`src/design/bmpfb_pkg.sv`:
```
// Package for the BMP pixel-array unpacker.
// Holds register indexes, field widths and the queue entry type.
// No dependencies.
package bmpfb_pkg;

    localparam int CFG_INDEX_W = 3;
    localparam int CFG_DATA_W  = 13;

    localparam logic [CFG_INDEX_W-1:0] REG_IMAGE_WIDTH  = 3'd0;
    localparam logic [CFG_INDEX_W-1:0] REG_IMAGE_HEIGHT = 3'd1;
    localparam logic [CFG_INDEX_W-1:0] REG_FOUR_BYTE    = 3'd2;
    localparam logic [CFG_INDEX_W-1:0] REG_ORIGIN_X     = 3'd3;
    localparam logic [CFG_INDEX_W-1:0] REG_ORIGIN_Y     = 3'd4;

    localparam logic [11:0] RESET_IMAGE_WIDTH  = 12'd800;
    localparam logic [12:0] RESET_IMAGE_HEIGHT = 13'd480;

    localparam int ADDR_W      = 19;
    localparam int COLOR_W     = 32;
    localparam int ADDR_CALC_W = 25;

    localparam int QUEUE_DEPTH = 4;
    localparam int QUEUE_PTR_W = 2;
    localparam int QUEUE_CNT_W = 3;

    typedef struct packed {
        logic [11:0]        col;
        logic [11:0]        row;
        logic [COLOR_W-1:0] color;
    } t_pix_entry;

endpackage

```
`src/design/bmpfb_byte_if.sv`:
```
// Byte channel carrying the BMP pixel-array stream.
// No dependencies.
interface bmpfb_byte_if;
    logic       valid;
    logic       ready;
    logic [7:0] pixel_byte;

    modport source (output valid, output pixel_byte, input ready);
    modport sink   (input valid, input pixel_byte, output ready);
endinterface

```
`src/design/bmpfb_pix_if.sv`:
```
// Pixel channel carrying framebuffer address and ARGB color.
// Depends on bmpfb_pkg.
interface bmpfb_pix_if;
    logic                          valid;
    logic                          ready;
    logic [bmpfb_pkg::ADDR_W-1:0]  pixel_address;
    logic [bmpfb_pkg::COLOR_W-1:0] pixel_color;

    modport source (output valid, output pixel_address, output pixel_color, input ready);
    modport sink   (input valid, input pixel_address, input pixel_color, output ready);
endinterface

```
`src/design/bmpfb_cfg_if.sv`:
```
// Configuration write channel: register index and write data.
// Depends on bmpfb_pkg.
interface bmpfb_cfg_if;
    logic                              valid;
    logic                              ready;
    logic [bmpfb_pkg::CFG_INDEX_W-1:0] index;
    logic [bmpfb_pkg::CFG_DATA_W-1:0]  data;

    modport source (output valid, output index, output data, input ready);
    modport sink   (input valid, input index, input data, output ready);
endinterface

```
`src/design/bmpfb_front.sv`:
```
// Front end: configuration registers, byte gathering, padding skip, row/column
// counting and screen clipping. Pushes on-screen pixels to the queue.
// Depends on bmpfb_pkg.
module bmpfb_front #(
    parameter int SCREEN_WIDTH  = 800,
    parameter int SCREEN_HEIGHT = 480
) (
    input  logic                              i_clk,
    input  logic                              i_rst_n,
    input  logic                              i_cfg_we,
    input  logic [bmpfb_pkg::CFG_INDEX_W-1:0] i_cfg_index,
    input  logic [bmpfb_pkg::CFG_DATA_W-1:0]  i_cfg_data,
    input  logic                              i_byte_we,
    input  logic [7:0]                        i_byte,
    output logic                              o_push,
    output bmpfb_pkg::t_pix_entry             o_entry
);

    localparam logic [12:0] SW_LIM = 13'(SCREEN_WIDTH);
    localparam logic [12:0] SH_LIM = 13'(SCREEN_HEIGHT);

    function automatic logic [11:0] rows_total(input logic [12:0] h);
        logic [12:0] mag;
        mag = h[12] ? (~h + 13'd1) : h;
        return mag[12] ? 12'hFFF : mag[11:0];
    endfunction

    logic [11:0] r_width,  n_width;
    logic [12:0] r_height, n_height;
    logic        r_four,   n_four;
    logic [12:0] r_org_x,  n_org_x;
    logic [12:0] r_org_y,  n_org_y;
    logic [1:0]  r_phase,  n_phase;
    logic [23:0] r_bgr,    n_bgr;
    logic [11:0] r_col,    n_col;
    logic [11:0] r_row,    n_row;
    logic [1:0]  r_pad,    n_pad;
    logic        r_done,   n_done;

    logic [11:0]        rows;
    logic [11:0]        col_inc;
    logic [11:0]        row_inc;
    logic [1:0]         last_phase;
    logic signed [13:0] pos_x;
    logic signed [13:0] pos_y;
    logic signed [12:0] row_flip;
    logic               on_screen;
    logic [7:0]         alpha;

    assign rows       = rows_total(r_height);
    assign col_inc    = r_col + 12'd1;
    assign row_inc    = r_row + 12'd1;
    assign last_phase = r_four ? 2'd3 : 2'd2;
    assign row_flip   = r_height[12] ? $signed({1'b0, r_row})
                                     : $signed({1'b0, rows}) - $signed({1'b0, r_row})
                                       - 13'sd1;
    assign pos_x      = $signed({2'b00, r_col}) + $signed({r_org_x[12], r_org_x});
    assign pos_y      = $signed({row_flip[12], row_flip}) + $signed({r_org_y[12], r_org_y});
    assign on_screen  = !pos_x[13] && (pos_x[12:0] < SW_LIM)
                     && !pos_y[13] && (pos_y[12:0] < SH_LIM);
    assign alpha      = r_four ? i_byte : 8'h00;

    always_comb begin
        n_width  = r_width;
        n_height = r_height;
        n_four   = r_four;
        n_org_x  = r_org_x;
        n_org_y  = r_org_y;
        n_phase  = r_phase;
        n_bgr    = r_bgr;
        n_col    = r_col;
        n_row    = r_row;
        n_pad    = r_pad;
        n_done   = r_done;
        o_push   = 1'b0;
        o_entry.col   = pos_x[11:0];
        o_entry.row   = pos_y[11:0];
        o_entry.color = r_four ? {i_byte, r_bgr} : {alpha, i_byte, r_bgr[15:0]};

        if (i_cfg_we && (i_cfg_index <= bmpfb_pkg::REG_ORIGIN_Y)) begin
            case (i_cfg_index)
                bmpfb_pkg::REG_IMAGE_WIDTH:  n_width  = i_cfg_data[11:0];
                bmpfb_pkg::REG_IMAGE_HEIGHT: n_height = i_cfg_data;
                bmpfb_pkg::REG_FOUR_BYTE:    n_four   = i_cfg_data[0];
                bmpfb_pkg::REG_ORIGIN_X:     n_org_x  = i_cfg_data;
                bmpfb_pkg::REG_ORIGIN_Y:     n_org_y  = i_cfg_data;
                default: ;
            endcase
            n_phase = 2'd0;
            n_bgr   = 24'd0;
            n_col   = 12'd0;
            n_row   = 12'd0;
            n_pad   = 2'd0;
            n_done  = (n_width == 12'd0) || (rows_total(n_height) == 12'd0);
        end else if (i_byte_we && !r_done) begin
            if (r_pad != 2'd0) begin
                n_pad = r_pad - 2'd1;
                if (r_pad == 2'd1) begin
                    n_col = 12'd0;
                    n_row = row_inc;
                    if (row_inc >= rows) begin
                        n_done = 1'b1;
                    end
                end
            end else if (r_phase < last_phase) begin
                case (r_phase)
                    2'd0:    n_bgr[7:0]   = i_byte;
                    2'd1:    n_bgr[15:8]  = i_byte;
                    default: n_bgr[23:16] = i_byte;
                endcase
                n_phase = r_phase + 2'd1;
            end else begin
                o_push  = on_screen;
                n_phase = 2'd0;
                n_bgr   = 24'd0;
                if (col_inc >= r_width) begin
                    if (r_four || (r_width[1:0] == 2'd0)) begin
                        n_col = 12'd0;
                        n_row = row_inc;
                        if (row_inc >= rows) begin
                            n_done = 1'b1;
                        end
                    end else begin
                        n_col = col_inc;
                        n_pad = r_width[1:0];
                    end
                end else begin
                    n_col = col_inc;
                end
            end
        end
    end

    always_ff @(posedge i_clk) begin
        if (!i_rst_n) begin
            r_width  <= bmpfb_pkg::RESET_IMAGE_WIDTH;
            r_height <= bmpfb_pkg::RESET_IMAGE_HEIGHT;
            r_four   <= 1'b0;
            r_org_x  <= 13'd0;
            r_org_y  <= 13'd0;
            r_phase  <= 2'd0;
            r_bgr    <= 24'd0;
            r_col    <= 12'd0;
            r_row    <= 12'd0;
            r_pad    <= 2'd0;
            r_done   <= 1'b0;
        end else begin
            r_width  <= n_width;
            r_height <= n_height;
            r_four   <= n_four;
            r_org_x  <= n_org_x;
            r_org_y  <= n_org_y;
            r_phase  <= n_phase;
            r_bgr    <= n_bgr;
            r_col    <= n_col;
            r_row    <= n_row;
            r_pad    <= n_pad;
            r_done   <= n_done;
        end
    end

endmodule

```
`src/design/bmpfb_queue.sv`:
```
// Short FIFO of clipped pixels between the front and back ends.
// Depends on bmpfb_pkg.
module bmpfb_queue (
    input  logic                  i_clk,
    input  logic                  i_rst_n,
    input  logic                  i_push,
    input  bmpfb_pkg::t_pix_entry i_entry,
    output logic                  o_full,
    input  logic                  i_pop,
    output logic                  o_valid,
    output bmpfb_pkg::t_pix_entry o_entry
);

    bmpfb_pkg::t_pix_entry r_mem [bmpfb_pkg::QUEUE_DEPTH];

    logic [bmpfb_pkg::QUEUE_PTR_W-1:0] r_wr_ptr, n_wr_ptr;
    logic [bmpfb_pkg::QUEUE_PTR_W-1:0] r_rd_ptr, n_rd_ptr;
    logic [bmpfb_pkg::QUEUE_CNT_W-1:0] r_count,  n_count;
    logic                              do_push;
    logic                              do_pop;

    assign o_full  = (r_count == bmpfb_pkg::QUEUE_CNT_W'(bmpfb_pkg::QUEUE_DEPTH));
    assign o_valid = (r_count != '0);
    assign o_entry = r_mem[r_rd_ptr];
    assign do_push = i_push && !o_full;
    assign do_pop  = i_pop && o_valid;

    always_comb begin
        n_wr_ptr = do_push ? r_wr_ptr + 1'b1 : r_wr_ptr;
        n_rd_ptr = do_pop ? r_rd_ptr + 1'b1 : r_rd_ptr;
        n_count  = r_count;
        if (do_push && !do_pop) begin
            n_count = r_count + 1'b1;
        end else if (!do_push && do_pop) begin
            n_count = r_count - 1'b1;
        end
    end

    always_ff @(posedge i_clk) begin
        if (do_push) begin
            r_mem[r_wr_ptr] <= i_entry;
        end
    end

    always_ff @(posedge i_clk) begin
        if (!i_rst_n) begin
            r_wr_ptr <= '0;
            r_rd_ptr <= '0;
            r_count  <= '0;
        end else begin
            r_wr_ptr <= n_wr_ptr;
            r_rd_ptr <= n_rd_ptr;
            r_count  <= n_count;
        end
    end

endmodule

```
`src/design/bmpfb_back.sv`:
```
// Back end: turns queued pixels into framebuffer addresses and holds the
// result in the output register. Depends on bmpfb_pkg.
module bmpfb_back #(
    parameter int SCREEN_WIDTH = 800
) (
    input  logic                            i_clk,
    input  logic                            i_rst_n,
    input  logic                            i_valid,
    input  bmpfb_pkg::t_pix_entry           i_entry,
    output logic                            o_pop,
    output logic                            o_valid,
    input  logic                            i_ready,
    output logic [bmpfb_pkg::ADDR_W-1:0]    o_addr,
    output logic [bmpfb_pkg::COLOR_W-1:0]   o_color
);

    localparam logic [bmpfb_pkg::ADDR_CALC_W-1:0] SW_MUL =
        bmpfb_pkg::ADDR_CALC_W'(SCREEN_WIDTH);

    logic                                r_valid, n_valid;
    logic [bmpfb_pkg::ADDR_W-1:0]        r_addr;
    logic [bmpfb_pkg::COLOR_W-1:0]       r_color;
    logic [bmpfb_pkg::ADDR_CALC_W-1:0]   full_addr;
    logic                                load;

    assign load      = !r_valid || i_ready;
    assign o_pop     = load && i_valid;
    assign full_addr = bmpfb_pkg::ADDR_CALC_W'(i_entry.row) * SW_MUL
                     + bmpfb_pkg::ADDR_CALC_W'(i_entry.col);
    assign n_valid   = load ? i_valid : r_valid;
    assign o_valid   = r_valid;
    assign o_addr    = r_addr;
    assign o_color   = r_color;

    always_ff @(posedge i_clk) begin
        if (o_pop) begin
            r_addr  <= full_addr[bmpfb_pkg::ADDR_W-1:0];
            r_color <= i_entry.color;
        end
    end

    always_ff @(posedge i_clk) begin
        if (!i_rst_n) begin
            r_valid <= 1'b0;
        end else begin
            r_valid <= n_valid;
        end
    end

endmodule

```
`src/design/bmp_pixel_stream_to_framebuffer.sv`:
```
// BMP pixel-array unpacker: one byte per cycle in, one ARGB pixel and its
// framebuffer word address out for each on-screen pixel. The byte channel takes a
// byte every cycle while the four-entry pixel queue has room; a pixel goes through
// the queue to the output register; results leave one per cycle while ready is high.
// Configuration writes are taken at once and restart the row and column counters.
module bmp_pixel_stream_to_framebuffer #(
    parameter int SCREEN_WIDTH  = 800,
    parameter int SCREEN_HEIGHT = 480
) (
    input  logic               i_clk,
    input  logic               i_rst_n,
    bmpfb_byte_if.sink         i_byte,
    bmpfb_pix_if.source        o_pix,
    bmpfb_cfg_if.sink          i_cfg
);

    logic                  front_push;
    bmpfb_pkg::t_pix_entry front_entry;
    logic                  queue_full;
    logic                  queue_valid;
    bmpfb_pkg::t_pix_entry queue_entry;
    logic                  back_pop;

    assign i_cfg.ready  = 1'b1;
    assign i_byte.ready = !queue_full;

    bmpfb_front #(
        .SCREEN_WIDTH  (SCREEN_WIDTH),
        .SCREEN_HEIGHT (SCREEN_HEIGHT)
    ) u_front (
        .i_clk       (i_clk),
        .i_rst_n     (i_rst_n),
        .i_cfg_we    (i_cfg.valid),
        .i_cfg_index (i_cfg.index),
        .i_cfg_data  (i_cfg.data),
        .i_byte_we   (i_byte.valid && !queue_full),
        .i_byte      (i_byte.pixel_byte),
        .o_push      (front_push),
        .o_entry     (front_entry)
    );

    bmpfb_queue u_queue (
        .i_clk   (i_clk),
        .i_rst_n (i_rst_n),
        .i_push  (front_push),
        .i_entry (front_entry),
        .o_full  (queue_full),
        .i_pop   (back_pop),
        .o_valid (queue_valid),
        .o_entry (queue_entry)
    );

    bmpfb_back #(
        .SCREEN_WIDTH (SCREEN_WIDTH)
    ) u_back (
        .i_clk   (i_clk),
        .i_rst_n (i_rst_n),
        .i_valid (queue_valid),
        .i_entry (queue_entry),
        .o_pop   (back_pop),
        .o_valid (o_pix.valid),
        .i_ready (o_pix.ready),
        .o_addr  (o_pix.pixel_address),
        .o_color (o_pix.pixel_color)
    );

endmodule
```
`src/flat_wrapper.sv`:
```
// flat-port wrapper written by rule: the top's interface ports become plain ports
module bmp_pixel_stream_to_framebuffer_flat 
#(
    parameter int SCREEN_WIDTH  = 800,
    parameter int SCREEN_HEIGHT = 480
)
  (i_clk, i_rst_n, i_byte_valid, i_byte_pixel_byte, i_byte_ready, o_pix_valid, o_pix_pixel_address, o_pix_pixel_color, o_pix_ready, i_cfg_valid, i_cfg_index, i_cfg_data, i_cfg_ready);
  bmpfb_byte_if i_byte_i ();
  bmpfb_pix_if o_pix_i ();
  bmpfb_cfg_if i_cfg_i ();
  input  logic i_clk;
  input  logic i_rst_n;
  input wire logic [$bits(i_byte_i.valid)-1:0] i_byte_valid;
  input wire logic [$bits(i_byte_i.pixel_byte)-1:0] i_byte_pixel_byte;
  output wire logic [$bits(i_byte_i.ready)-1:0] i_byte_ready;
  output wire logic [$bits(o_pix_i.valid)-1:0] o_pix_valid;
  output wire logic [$bits(o_pix_i.pixel_address)-1:0] o_pix_pixel_address;
  output wire logic [$bits(o_pix_i.pixel_color)-1:0] o_pix_pixel_color;
  input wire logic [$bits(o_pix_i.ready)-1:0] o_pix_ready;
  input wire logic [$bits(i_cfg_i.valid)-1:0] i_cfg_valid;
  input wire logic [$bits(i_cfg_i.index)-1:0] i_cfg_index;
  input wire logic [$bits(i_cfg_i.data)-1:0] i_cfg_data;
  output wire logic [$bits(i_cfg_i.ready)-1:0] i_cfg_ready;
  assign i_byte_i.valid = i_byte_valid;
  assign i_byte_i.pixel_byte = i_byte_pixel_byte;
  assign i_byte_ready = i_byte_i.ready;
  assign o_pix_valid = o_pix_i.valid;
  assign o_pix_pixel_address = o_pix_i.pixel_address;
  assign o_pix_pixel_color = o_pix_i.pixel_color;
  assign o_pix_i.ready = o_pix_ready;
  assign i_cfg_i.valid = i_cfg_valid;
  assign i_cfg_i.index = i_cfg_index;
  assign i_cfg_i.data = i_cfg_data;
  assign i_cfg_ready = i_cfg_i.ready;
  bmp_pixel_stream_to_framebuffer #(.SCREEN_WIDTH(SCREEN_WIDTH), .SCREEN_HEIGHT(SCREEN_HEIGHT)) u_core (.i_clk(i_clk), .i_rst_n(i_rst_n), .i_byte(i_byte_i), .o_pix(o_pix_i), .i_cfg(i_cfg_i));
endmodule
```
`config.mk`:
```
export PLATFORM = sky130hd
export DESIGN_NAME = bmp_pixel_stream_to_framebuffer_flat
export DESIGN_NICKNAME = d
export VERILOG_FILES = /design/src/design/bmpfb_pkg.sv /design/src/design/bmpfb_byte_if.sv /design/src/design/bmpfb_pix_if.sv /design/src/design/bmpfb_cfg_if.sv /design/src/design/bmpfb_front.sv /design/src/design/bmpfb_queue.sv /design/src/design/bmpfb_back.sv /design/src/design/bmp_pixel_stream_to_framebuffer.sv /design/src/flat_wrapper.sv
export SDC_FILE = /design/constraint.sdc
export NUM_CORES = 1
export LEC_CHECK = 0
export ABC_AREA = 1
export BUFFER_PORTS_ARGS = -buffer_cell sky130_fd_sc_hd__buf_4
export CAP_MARGIN = 20
export CORE_ASPECT_RATIO = 1.1
export CORE_UTILIZATION = 67
export DETAILED_ROUTE_END_ITERATION = 16
export PLACE_DENSITY = 0.86
export SYNTH_ARGS = -nofsm -noshare
export SYNTH_HDL_FRONTEND = slang
export SYNTH_SLANG_ARGS = --single-unit
```
`constraint.sdc`:
```
create_clock -name i_clk -period 12.53 [get_ports i_clk]
set_input_delay 2.506 -clock i_clk [delete_from_list [all_inputs] [get_ports i_clk]]
set_output_delay 2.506 -clock i_clk [all_outputs]
set_load 0.01 [all_outputs]
```
==> results of run 1 <==
final cells by class:
type                       count  area (sq um)
clock buffer                  49          1060
clock inverter                23           305
fill                        1899          6850
inverter                     231           867
multi-input combinational   1387          7830
sequential                   390         10600
tap                          368           460
timing repair buffer          92           691
routing by layer:
metal / up-vias / routed length [um] / share of wire / GRT usage
li1: 7240 / - / - / -
met1: 7191 / 18500 / 0.40 / 0.407
met2: 706 / 23200 / 0.50 / 0.543
met3: 135 / 3350 / 0.072 / 0.0390
met4: 0 / 1390 / 0.030 / 0.112
met5: - / 0 / 0 / 0
registers in the layout, summed over array words and instances (netlist names), 3 cells and up, named ones only:
| register | flops |
|---|---|
| u_core.u_front.r_row | 12 |
| u_core.u_back.o_color | 32 |
| u_core.u_front.r_bgr | 24 |
| u_core.u_queue.r_mem | 224 |
| u_core.u_front.r_height | 13 |
| u_core.u_queue.r_count | 3 |
| u_core.u_front.r_width | 12 |
| u_core.u_front.r_org_y | 13 |
| u_core.u_front.r_col | 12 |
| u_core.u_back.o_addr | 19 |
| u_core.u_front.r_org_x | 13 |
cells in the final DEF, fill, tap and decap left out, types with 4 or more instances in the layout:
cell,instances
a32oi_1,5
inv_2,12
clkbuf_1,6
edfxtp_1,275
o21ai_0,186
bufinv_16,5
o21ai_1,8
nand3b_1,5
clkbuf_16,40
nand2_2,7
a31oi_1,8
clkinv_2,5
dfxtp_1,114
clkinvlp_4,6
a211oi_1,6
nand4_1,24
or2_2,7
nor2_1,240
o22ai_1,69
xnor2_1,14
nor2_4,5
nor3_1,14
a21o_1,6
ha_1,111
a21oi_1,129
xor2_1,43
a22oi_1,6
inv_1,217
o21ai_2,4
nand2_1,367
o21bai_1,6
nand3_1,71
buf_4,92
nor2_2,4
fa_1,12
o211ai_1,4
cells by family after synthesis:
logic type | after synthesis | share of synthesized area
fa+ha+maj | 123 | 0.0835
flops | 390 | 0.541
buf+inv | 299 | 0.0597
other cells | 1 | 0.000192
simple gates | 756 | 0.161
compound gates | 450 | 0.129
xor+xnor | 57 | 0.0256
worst min-delay path, cell delays in order (launching register included):
cell,delay [ns]
dfxtp_1,0.31
nand2_1,0.06
a21oi_1,0.05
stage by stage:
stage | area, sq um | hold slack, ns | total power [mW]
finish | 21800 | 0.471 | 5.43
global route | 21800 | 0.490 | 5.84
floorplan | 19500 | 0.436 | 3.61
CTS | 21800 | 0.473 | 5.43
global placement | 20400 | 0.448 | 4.08
detailed placement | 20400 | 0.457 | 4.19
report_power, final:
group / internal, mW / switching (mW)
Clock: 0.718 / 0.513
Combinational: 0.944 / 1.51
Sequential: 1.68 / 0.0688
Total: 3.34 / 2.09
how the worst max path moves through the flow:
stage                                                   endpoint  slack (ns)  cells after the start
after floorplan             u_core.u_queue.r_mem[0][0]$_DFFE_PP_        5.62                     29
after global placement    u_core.u_queue.r_count[2]$_SDFFE_PN0P_        6.22                     36
after detailed placement  u_core.u_queue.r_count[2]$_SDFFE_PN0P_        6.01                     36
after CTS                 u_core.u_queue.r_count[2]$_SDFFE_PN0P_        5.97                     36
after global routing      u_core.u_queue.r_count[2]$_SDFFE_PN0P_        5.09                     36
final                     u_core.u_queue.r_count[1]$_SDFFE_PN0P_        5.85                     31
==> metrics.md, run 1 <==
| Metric | Value |
|---|---|
| DR vias/cell | `roughly 6` |
| Crit-path max FO | `30` |
| I/O pins | `83` |
| Tcrit/Tclk final | `0.533` |
| Library cells used by synthesis | `56` |
| Remaining DRCs | `0` |
| Vias in the first global route | `14825` |
| Synthesized instance count | `2076` |
| CTS H-tree lvls | `2` |
| RSZ-0062 raised after global routing | `no` |
| Initial antenna violation count | `0` |
| Async set-reset flop share out of synthesis | `0` |
| Routed vias | `15272` |
| Core Box Area | `28600 sq um` |
| GR Util All Layers | `0.315` |
| Core Rows | `65` |
| Worst R2R Path Depth | `31` |
| RePlAce Congestion | `0.944` |
| Hold_buf cts | `0` |
| Launching element type of the critical path | `flop` |
| Buf/Inv on CP | `6` |
| Die span in x | `165 um` |
| Max clock buf depth | `3` |
| FF-to-FF setup slack | `5.85 ns` |
| Hold EP | `u_core.u_front.r_bgr[17]$_SDFFE_PP0P_` |
| CP peak stage delay | `0.61 ns` |
| CTS root buf | `clkbuf_16` |
| Maxcap violations | `0` |
| Final hold vios | `0` |
| Post-CTS sizing | `0` |
| Clk slew on worst S/H paths | `~0.07 ns` |
| Yosys top cell by area | `edfxtp_1` |
| Setup CP Type | `flop to flop` |
| Post-synthesis area per instance | `approximately 9.4 sq um` |
| Worst Hold Class | `flop to flop` |
| Largest net degree at the start of global routing | `95` |
| Syn-to-layout area delta | `11.6%` |
| Worst Path Required | `12.95 ns` |
| Setup TNS | `0 ns` |
| Final Util | `0.761` |
| Final Max Tran Viols | `0` |
| Final Critical Period | `6.68 ns` |
| Crit end category | `flop` |
| Synth Cell Area | `19500 sq um` |
| Most instantiated cells after synthesis | `nand2_1, edfxtp_1, nor2_1, inv_1, o21ai_0` |
| Ranking of synthesized cells by area | `edfxtp_1, dfxtp_1, ha_1` |
| Worst skew pair latency | `0.55 ns` |
| Worst hold start | `u_core.u_front.r_bgr[17]$_SDFFE_PP0P_` |
| Slew at the pin closest to its max-slew limit | `1.00 ns` |
| PwrDens | `249 nW/um^2` |
| Seq/Total Area, Yosys | `0.541` |
| Yosys warns | `0` |
| # clock sinks | `390` |
| Leakage Power | `around 9 nW` |
| Pre-antenna DRT Iters | `6` |
| Seq cells post-synth | `390` |
| Routed WL per cell | `roughly 18 um` |
| Crit-path slowest cell | `dfxtp_1` |
| Reg2reg start | `u_core.u_front.r_height[12]$_SDFFE_PN0P_` |
| Status | `complete, no violations` |
| Post-synth EDFFs | `~280` |
| Final ANT Viol Nets | `0` |
| Ratio of cells with drive above 1 in the final layout | `0.0953` |
| Final Setup Violations | `0` |
| Post-Route WL | `46400 um` |
| Input/output buffers | `81` |
| Count leader, synth | `nand2_1` |
| Worst slew margin | `0.331` |
| CTS tree | `built` |
| Starting DRT DRC Count | `1530` |
| CTS Buf Count | `39` |
| Max Fclk | `150 MHz` |
| Worst Skew | `0.0231 ns` |
| Delay-heaviest family, CP | `simple AND/OR/NAND/NOR gates` |
| Initial core utilization | `0.681` |
| Final worst-path setup slack | `5.85 ns` |
| Dpl hpwl | `30800 um` |
| Nets | `2293` |
| Post-CTS Setup Repair Bufs | `0` |
| First-pass GRT wire length | `between 70000 and 80000 um` |
| Ys flop type | `edfxtp_1` |
| Hold depth | `2` |
| Die area | `29800 sq um` |
| CP startpoint | `u_core.u_front.r_height[12]$_SDFFE_PN0P_` |
| Global route overflow | `0` |
| Die Ht | `181 um` |
| Worst Path Arrival | `7.10 ns` |
| Setup WS pre-CTS | `about 6.0 ns` |
| Worst reg2reg path endpoint | `u_core.u_queue.r_count[1]$_SDFFE_PN0P_` |
| DP Cell Count | `2468` |
| Peak supply drop | `0.000393 V` |
| Syn nets | `2228` |
| Top-area cell type share of the netlist area | `0.423` |
| Layout Cells excl Fill | `2540` |
| Antenna cells | `0` |
(Power assumes the default switching activity.)
==> run 2, diff against run 1 <==
Settings changed: CORE_UTILIZATION 67 to 56, PLACE_DENSITY 0.86 to 0.76.
Clock period 12.53 ns to 5.92 ns, I/O delays scaled along.
==> run 2 against run 1 <==
The run now ends with DRC left. Flip-flop and latch count is the same. Hold slack lost 0.0025 ns. Die area grew 19%. Maximum frequency grew 22%. Clock skew shrank 0.0081 ns. Critical path type unchanged. Critical endpoint is now u_core.u_queue.r_count[2]$_SDFFE_PN0P_.
==> metrics.md, run 2 (same netlist as run 1, synthesis figures left out) <==
| Metric | Value |
|---|---|
| Max reg flops | `224 (unchanged)` |
| Post-Route WL | `45500 um (-1.9%)` |
| Top layer reached by signal wires | `met4` |
| Met3 wire len | `2310 um (-31%)` |
| Slew at the pin closest to its max-slew limit | `0.977 ns (-0.0241 ns)` |
| Layout Cells excl Fill | `2622 (+3.2%)` |
| CTS H-tree lvls | `2 (unchanged)` |
| Metal-1 WL | `19700 um (+6.1%)` |
| Worst skew pair latency | `0.55 ns (about the same)` |
| Sw frac | `0.383 (-0.00169)` |
| Core Rows | `71 (+9.2%)` |
| Final worst-path setup slack | `0.464 ns (-5.39 ns)` |
| Largest reg by FF count | `u_core.u_queue.r_mem` |
| Ratio of cells with drive above 1 in the final layout | `0.108 (+0.0123)` |
| I/O pins | `83 (unchanged)` |
| Global route overflow | `0 (unchanged)` |
| Most frequent cells in the layout | `nand2_1, edfxtp_1, nor2_1, inv_1, o21ai_0` |
| Clk slew on worst S/H paths | `0.07 ns (about the same)` |
| DR vias/cell | `5.64 (-6.3%)` |
| Reg power frac | `0.321 (about the same)` |
| Worst Skew | `0.0150 ns (-0.00806 ns)` |
| CTS root buf | `clkbuf_16` |
| Routed WL per cell | `17.4 um (-5.0%)` |
| Nets | `2305 (+0.52%)` |
| Pre-antenna DRT Iters | `11 (+5)` |
| Power after layout | `11.4 mW (+110%)` |
| Crit-path max FO | `6 (-80%)` |
| Internal Pwr Total | `7.03 mW (+110%)` |
| GR Util All Layers | `0.256 (-0.0586)` |
| Worst slew margin | `0.348 (+0.0161)` |
| Remaining DRCs | `9 (+9)` |
| Failing checks | `DRC` |
| Vias in the first global route | `14410 (-2.8%)` |
| Antenna cells | `0 (unchanged)` |
| DP Cell Count | `2548 (+3.2%)` |
| Worst Path Required | `6.40 ns (-6.55 ns)` |
| Crit end category | `flop` |
| Die Ht | `198 um (+9.3%)` |
| Max Fclk | `183 MHz (+22%)` |
| Starting DRT DRC Count | `1006 (-34%)` |
| Setup WS pre-CTS | `0.120 ns (-5.89 ns)` |
| Input/output buffers | `81 (unchanged)` |
| Peak supply drop | `0.000713 V (+81%)` |
| Routed vias | `14775 (-3.3%)` |
| Setup CP Type | `flop to flop` |
| WL met2 | `22200 um (-4.0%)` |
| Final hold vios | `0 (unchanged)` |
| Sw Pwr | `4.36 mW (+110%)` |
| Maxcap violations | `0 (unchanged)` |
| RePlAce Congestion | `0.923 (-2.2%)` |
| Worst Path Arrival | `5.94 ns (-1.16 ns)` |
| First-pass GRT wire length | `72500 um (-1.8%)` |
| Largest net degree at the start of global routing | `93 (-2.1%)` |
| Initial antenna violation count | `0 (unchanged)` |
| Dpl hpwl | `31300 um (+1.4%)` |
| CTS tree | `built` |
| Buf/Inv on CP | `8 (+2)` |
| Leakage Power | `9.13 nW (+0.85%)` |
| Final Critical Period | `5.46 ns (-1.22 ns)` |
| Die area | `35600 sq um (+19%)` |
| Initial core utilization | `0.569 (-0.113)` |
| Delay-heaviest family, CP | `simple AND/OR/NAND/NOR gates` |
| Critical Path Most Common Cell | `nand2_1` |
| Most common cell after layout, fill and taps aside | `nand2_1` |
| Die span in x | `180 um (+9.3%)` |
| Combinational power share | `0.457 (+0.005)` |
| Syn-to-layout area delta | `13.1%` |
| # clock sinks | `390 (unchanged)` |
| Final ANT Viol Nets | `0 (unchanged)` |
| Tcrit/Tclk final | `0.922 (+0.389)` |
| Core Box Area | `34300 sq um (+20%)` |
| Fillcell total | `2762 (+45%)` |
| PwrDens | `516 nW/um^2 (+110%)` |
| Status | `finished, violations left` |
| CP peak stage delay | `0.38 ns (-0.23 ns)` |
| Final Max Tran Viols | `0 (unchanged)` |
| Final Setup Violations | `0 (unchanged)` |
| Crit-path slowest cell | `fa_1` |
| Clock share of power | `0.222 (-0.005)` |
| CTS Buf Count | `39 (unchanged)` |
| Worst Hold Class | `flop to flop` |
| Launching element type of the critical path | `flop` |
| Max clock buf depth | `3 (unchanged)` |
| Hold_buf cts | `0 (unchanged)` |
run 2: stage by stage:
step | util | hold WS (ns) | instance area (sq um) | setup TNS, ns
final | 0.643 | 0.468 | 22100 | 0
after global routing | 0.643 | 0.496 | 22100 | -0.0198
after CTS | 0.640 | 0.465 | 21900 | 0
after detailed placement | 0.601 | 0.453 | 20600 | 0
after global placement | 0.601 | 0.449 | 20600 | 0
after floorplan | - | 0.436 | 19500 | -19.00
run 2: final timing paths:
path                                                              start                                endpoint  slack [ns]  depth (start not counted)
worst max-delay path            u_core.u_front.r_height[1]$_SDFFE_PN0P_  u_core.u_queue.r_count[2]$_SDFFE_PN0P_        0.46                         41
worst min-delay path              u_core.u_front.r_bgr[20]$_SDFFE_PP0P_   u_core.u_front.r_bgr[20]$_SDFFE_PP0P_        0.47                          2
worst max register to register  u_core.u_front.r_height[1]$_SDFFE_PN0P_  u_core.u_queue.r_count[2]$_SDFFE_PN0P_        0.46                         41
worst min register to register    u_core.u_front.r_bgr[20]$_SDFFE_PP0P_   u_core.u_front.r_bgr[20]$_SDFFE_PP0P_        0.47                          2
run 2: timing repair:
item	4_1_cts	5_1_grt
setup buffers	0	2
resized for setup	0	26
endpoints found under the setup margin	0	227
run 2: power by group through the flow:
stage	sequential, mW	clock (mW)	combinational, mW
floorplan	3.81	0	3.83
global placement	3.71	0	4.99
detailed placement	3.72	0	5.15
CTS	3.66	2.56	5.21
global route	3.68	2.67	5.94
finish	3.66	2.53	5.20
run 2: layout make-up:
cell class | instances | area [sq um] | area share
flip-flops and latches | 390 | 10600 | 0.479
multi-input cells | 1387 | 7930 | 0.360
clock buffers | 45 | 1020 | 0.0462
inverters | 231 | 867 | 0.0393
repair buffers | 104 | 831 | 0.0377
well taps | 438 | 548 | 0.0248
clock inverters | 27 | 300 | 0.0136
run 2: per-layer routing:
metal / track usage / vias to the layer above
met4: 0.0958 / 0
met5: 0 / -
li1: - / 7254
met1: 0.328 / 7027
met3: 0.0362 / 92
met2: 0.444 / 402
run 2: worst register-to-register path, delay by kind of cell, from the launching register on:
family / cells / cell delay [ns]
and+or+nand+nor: 19 / 1.71
buffers and inverters: 8 / 0.81
adders and majority gates: 5 / 1.27
AOI/OAI and AO/OA: 9 / 1.32
DFF: 1 / 0.31
==> run 3, diff against run 2 <==
Settings changed: GPL_TIMING_DRIVEN from default to 0.
Clock period 5.92 ns to 4.6 ns, I/O delays scaled along.
==> run 3 against run 2 <==
The flow finishes with violations (DRC, setup timing). Clock power increased by 32%. Hold slack worse by 0.011 ns. Sequential share of layout area decreased by 4.7 points. First-iteration DRC count rose by 67%. Maximum frequency rose by 1.9%. Count of clock-buffer cells in the layout is 8 higher. Cell count up 5.9%. Design area up 11%. Sequential power is 29% higher. Flip-flop and latch count is the same. Non-clock buffer count up 155. Global-route usage rose by 3.4 points. Critical path type unchanged. Largest cell class unchanged. Largest power group unchanged.
==> metrics.md, run 3 (same netlist as run 1, synthesis figures left out) <==
| Metric | Value |
|---|---|
| Status | `finished, violations left` |
| Failing checks | `DRC, setup timing` |
| RePlAce Congestion | `0.944 (+2.3%)` |
| Maxcap violations | `0 (unchanged)` |
| Max reg flops | `224 (unchanged)` |
| Die area | `35600 sq um (unchanged)` |
| Crit end category | `flop` |
| Final Max Tran Viols | `0 (unchanged)` |
| Crit-path slowest cell | `dfxtp_1` |
| Initial antenna violation count | `0 (unchanged)` |
| Core Rows | `71 (unchanged)` |
| Slew at the pin closest to its max-slew limit | `0.756 ns (-0.221 ns)` |
| Largest net degree at the start of global routing | `30 (-68%)` |
| Final Critical Period | `5.35 ns (-0.101 ns)` |
| Antenna cells | `0 (unchanged)` |
| Reg power frac | `0.302 (-0.019)` |
| Most frequent cells in the layout | `nand2_1, edfxtp_1, nor2_1, inv_1, o21ai_0` |
| Setup TNS | `-141.75 ns (-141.75 ns)` |
| Final Util | `0.713 (+0.0698)` |
| Sw frac | `0.387 (+0.00420)` |
| Worst Path Arrival | `5.62 ns (-0.32 ns)` |
| Dpl hpwl | `33900 um (+8.3%)` |
| Worst slew margin | `0.496 (+0.148)` |
| DR vias/cell | `5.89 (+4.5%)` |
| Busiest grt layer | `met2` |
| Hold Worst Slack | `0.457 ns (-0.0109 ns)` |
| Largest reg by FF count | `u_core.u_queue.r_mem` |
| GR Util All Layers | `0.291 (+0.0344)` |
| Final worst-path setup slack | `-0.755 ns (-1.22 ns)` |
| Remaining DRCs | `8 (-1)` |
| Final hold vios | `0 (unchanged)` |
| Core Box Area | `34300 sq um (unchanged)` |
| Tcrit/Tclk final | `1.16 (+0.243)` |
| Final ANT Viol Nets | `0 (unchanged)` |
| Routed WL per cell | `19.9 um (+15%)` |
| Vias in the first global route | `15437 (+7.1%)` |
| Worst Hold Class | `flop to flop` |
| Max Fclk | `187 MHz (+1.9%)` |
| Clk slew on worst S/H paths | `0.07 ns (about the same)` |
| Launching element type of the critical path | `flop` |
| Input/output buffers | `81 (unchanged)` |
| Crit-path max FO | `10 (+4)` |
| I/O pins | `83 (unchanged)` |
| Post-route cell area | `24500 sq um (+11%)` |
| Setup CP Type | `flop to flop` |
| Delay-heaviest family, CP | `simple AND/OR/NAND/NOR gates` |
| Worst skew pair latency | `0.56 ns (about the same)` |
| Worst Path Required | `4.87 ns (-1.53 ns)` |
| Met3 GRT Util | `0.0454 (+0.00920)` |
| Starting DRT DRC Count | `1684 (+67%)` |
| Syn-to-layout area delta | `25.4%` |
| Peak supply drop | `0.000814 V (+14%)` |
| Leakage Power | `10.0 nW (+10%)` |
| Global Route met2 Usage | `0.525 (+0.0807)` |
| RSZ-0062 raised after global routing | `yes` |
| CTS Buf Count | `39 (unchanged)` |
| CTS root buf | `clkbuf_16` |
| # clock sinks | `390 (unchanged)` |
| PwrDens | `640 nW/um^2 (+24%)` |
| Worst Skew | `0.0229 ns (+0.00788 ns)` |
| Most common cell after layout, fill and taps aside | `nand2_1` |
| Internal Pwr Total | `9.59 mW (+37%)` |
| Global route overflow | `0 (unchanged)` |
| Max clock buf depth | `3 (unchanged)` |
| Dpl cell area | `21100 sq um (+2.4%)` |
| Nets | `2460 (+6.7%)` |
| Post-Route WL | `55200 um (+21%)` |
| Sw Pwr | `6.06 mW (+39%)` |
| Combinational power share | `0.484 (+0.027)` |
| Final Setup Violations | `229 (+229)` |
| Fillcell total | `2281 (-17%)` |
| Pre-antenna DRT Iters | `14 (+3)` |
| Routed vias | `16348 (+11%)` |
| Buf/Inv on CP | `8 (unchanged)` |
| Met1 usage | `0.338 (+0.0102)` |
| CTS H-tree lvls | `2 (unchanged)` |
| CTS tree | `built` |
| Die Ht | `198 um (unchanged)` |
| First-pass GRT wire length | `80400 um (+11%)` |
| CP peak stage delay | `0.42 ns (+0.04 ns)` |
| Ratio of cells with drive above 1 in the final layout | `0.188 (+0.0801)` |
| Clock share of power | `0.214 (-0.008)` |
| Die span in x | `180 um (unchanged)` |
| Initial core utilization | `0.569 (unchanged)` |
==> run 3: cell types whose count changed in the layout (fill, tap and decap cells not counted), sizes merged <==
cell / delta
buf: +109
clkbuf: +54
clkinv: -7
bufinv: -1
clkinvlp: +1
inv: -1
==> run 3: routing by layer <==
metal  wire length [um]  up-vias  part of all wire
li1                   -     7596                 -
met1              20400     7730              0.37
met2              27800      840              0.50
met4               2810        0             0.051
met3               4230      182             0.077
met5                  0        -                 0
==> run 3: power by group through the flow <==
| stage | clock network [mW] | registers (mW) | logic (mW) |
|---|---|---|---|
| after floorplan | 0 | 4.89 | 4.96 |
| final | 3.35 | 4.73 | 7.58 |
| after global routing | 3.48 | 4.75 | 8.43 |
| after global placement | 0 | 4.80 | 6.53 |
| after detailed placement | 0 | 4.78 | 6.79 |
| after CTS | 3.32 | 4.72 | 7.00 |
==> run 3: metrics by stage <==
step                power, mW  cells  setup WS, ns
floorplan                9.85   2076        -0.467
global placement         11.3   2595         -1.67
detailed placement       11.6   2605         -1.02
CTS                      15.0   2743        -0.680
global route             16.7   2777         -1.04
finish                   15.7   2777        -0.755
==> run 3: final timing paths <==
check | start | endpoint | slack [ns] | cells past startpoint
worst max register to register | u_core.u_front.r_height[12]$_SDFFE_PN0P_ | u_core.u_queue.r_mem[1][47]$_DFFE_PP_ | -0.75 | 29
worst min-delay path | u_core.u_queue.r_rd_ptr[1]$_SDFFE_PN0P_ | flop | 0.46 | 2
worst min register to register | u_core.u_queue.r_rd_ptr[1]$_SDFFE_PN0P_ | flop | 0.46 | 2
worst max-delay path | u_core.u_front.r_height[12]$_SDFFE_PN0P_ | u_core.u_queue.r_mem[1][47]$_DFFE_PP_ | -0.75 | 29
==> run 3: repair_timing <==
| item | in CTS | in global routing |
|---|---|---|
| cloned | 15 | 5 |
| pin swaps | 24 | 38 |
| hold buffers | 0 | 0 |
| resized for setup | 114 | 88 |
| endpoints found under the setup margin | 237 | 233 |
| buffers inserted | 52 | 33 |
==> run 3: worst reg2reg max path, delay by kind of cell (launching register included) <==
kind / cells / cell delay (ns)
AND/OR/NAND/NOR: 12 / 1.70
buffers and inverters: 8 / 1.13
AO/OA/AOI/OAI: 6 / 0.97
adder cells (fa/ha/maj): 2 / 0.62
flip-flops: 1 / 0.42
XOR/XNOR: 1 / 0.18
==> run 3: area by class of cell <==
| cell class | count | area [sq um] | area share |
|---|---|---|---|
| buffer | 67 | 378 | 0.0154 |
| clock buffer | 53 | 1130 | 0.0460 |
| clock inverter | 19 | 210 | 0.00859 |
| inverter | 231 | 873 | 0.0357 |
| multi-input combinational | 1387 | 8450 | 0.346 |
| sequential | 390 | 10600 | 0.432 |
| tap | 438 | 548 | 0.0224 |
| timing repair buffer | 192 | 2300 | 0.0940 |
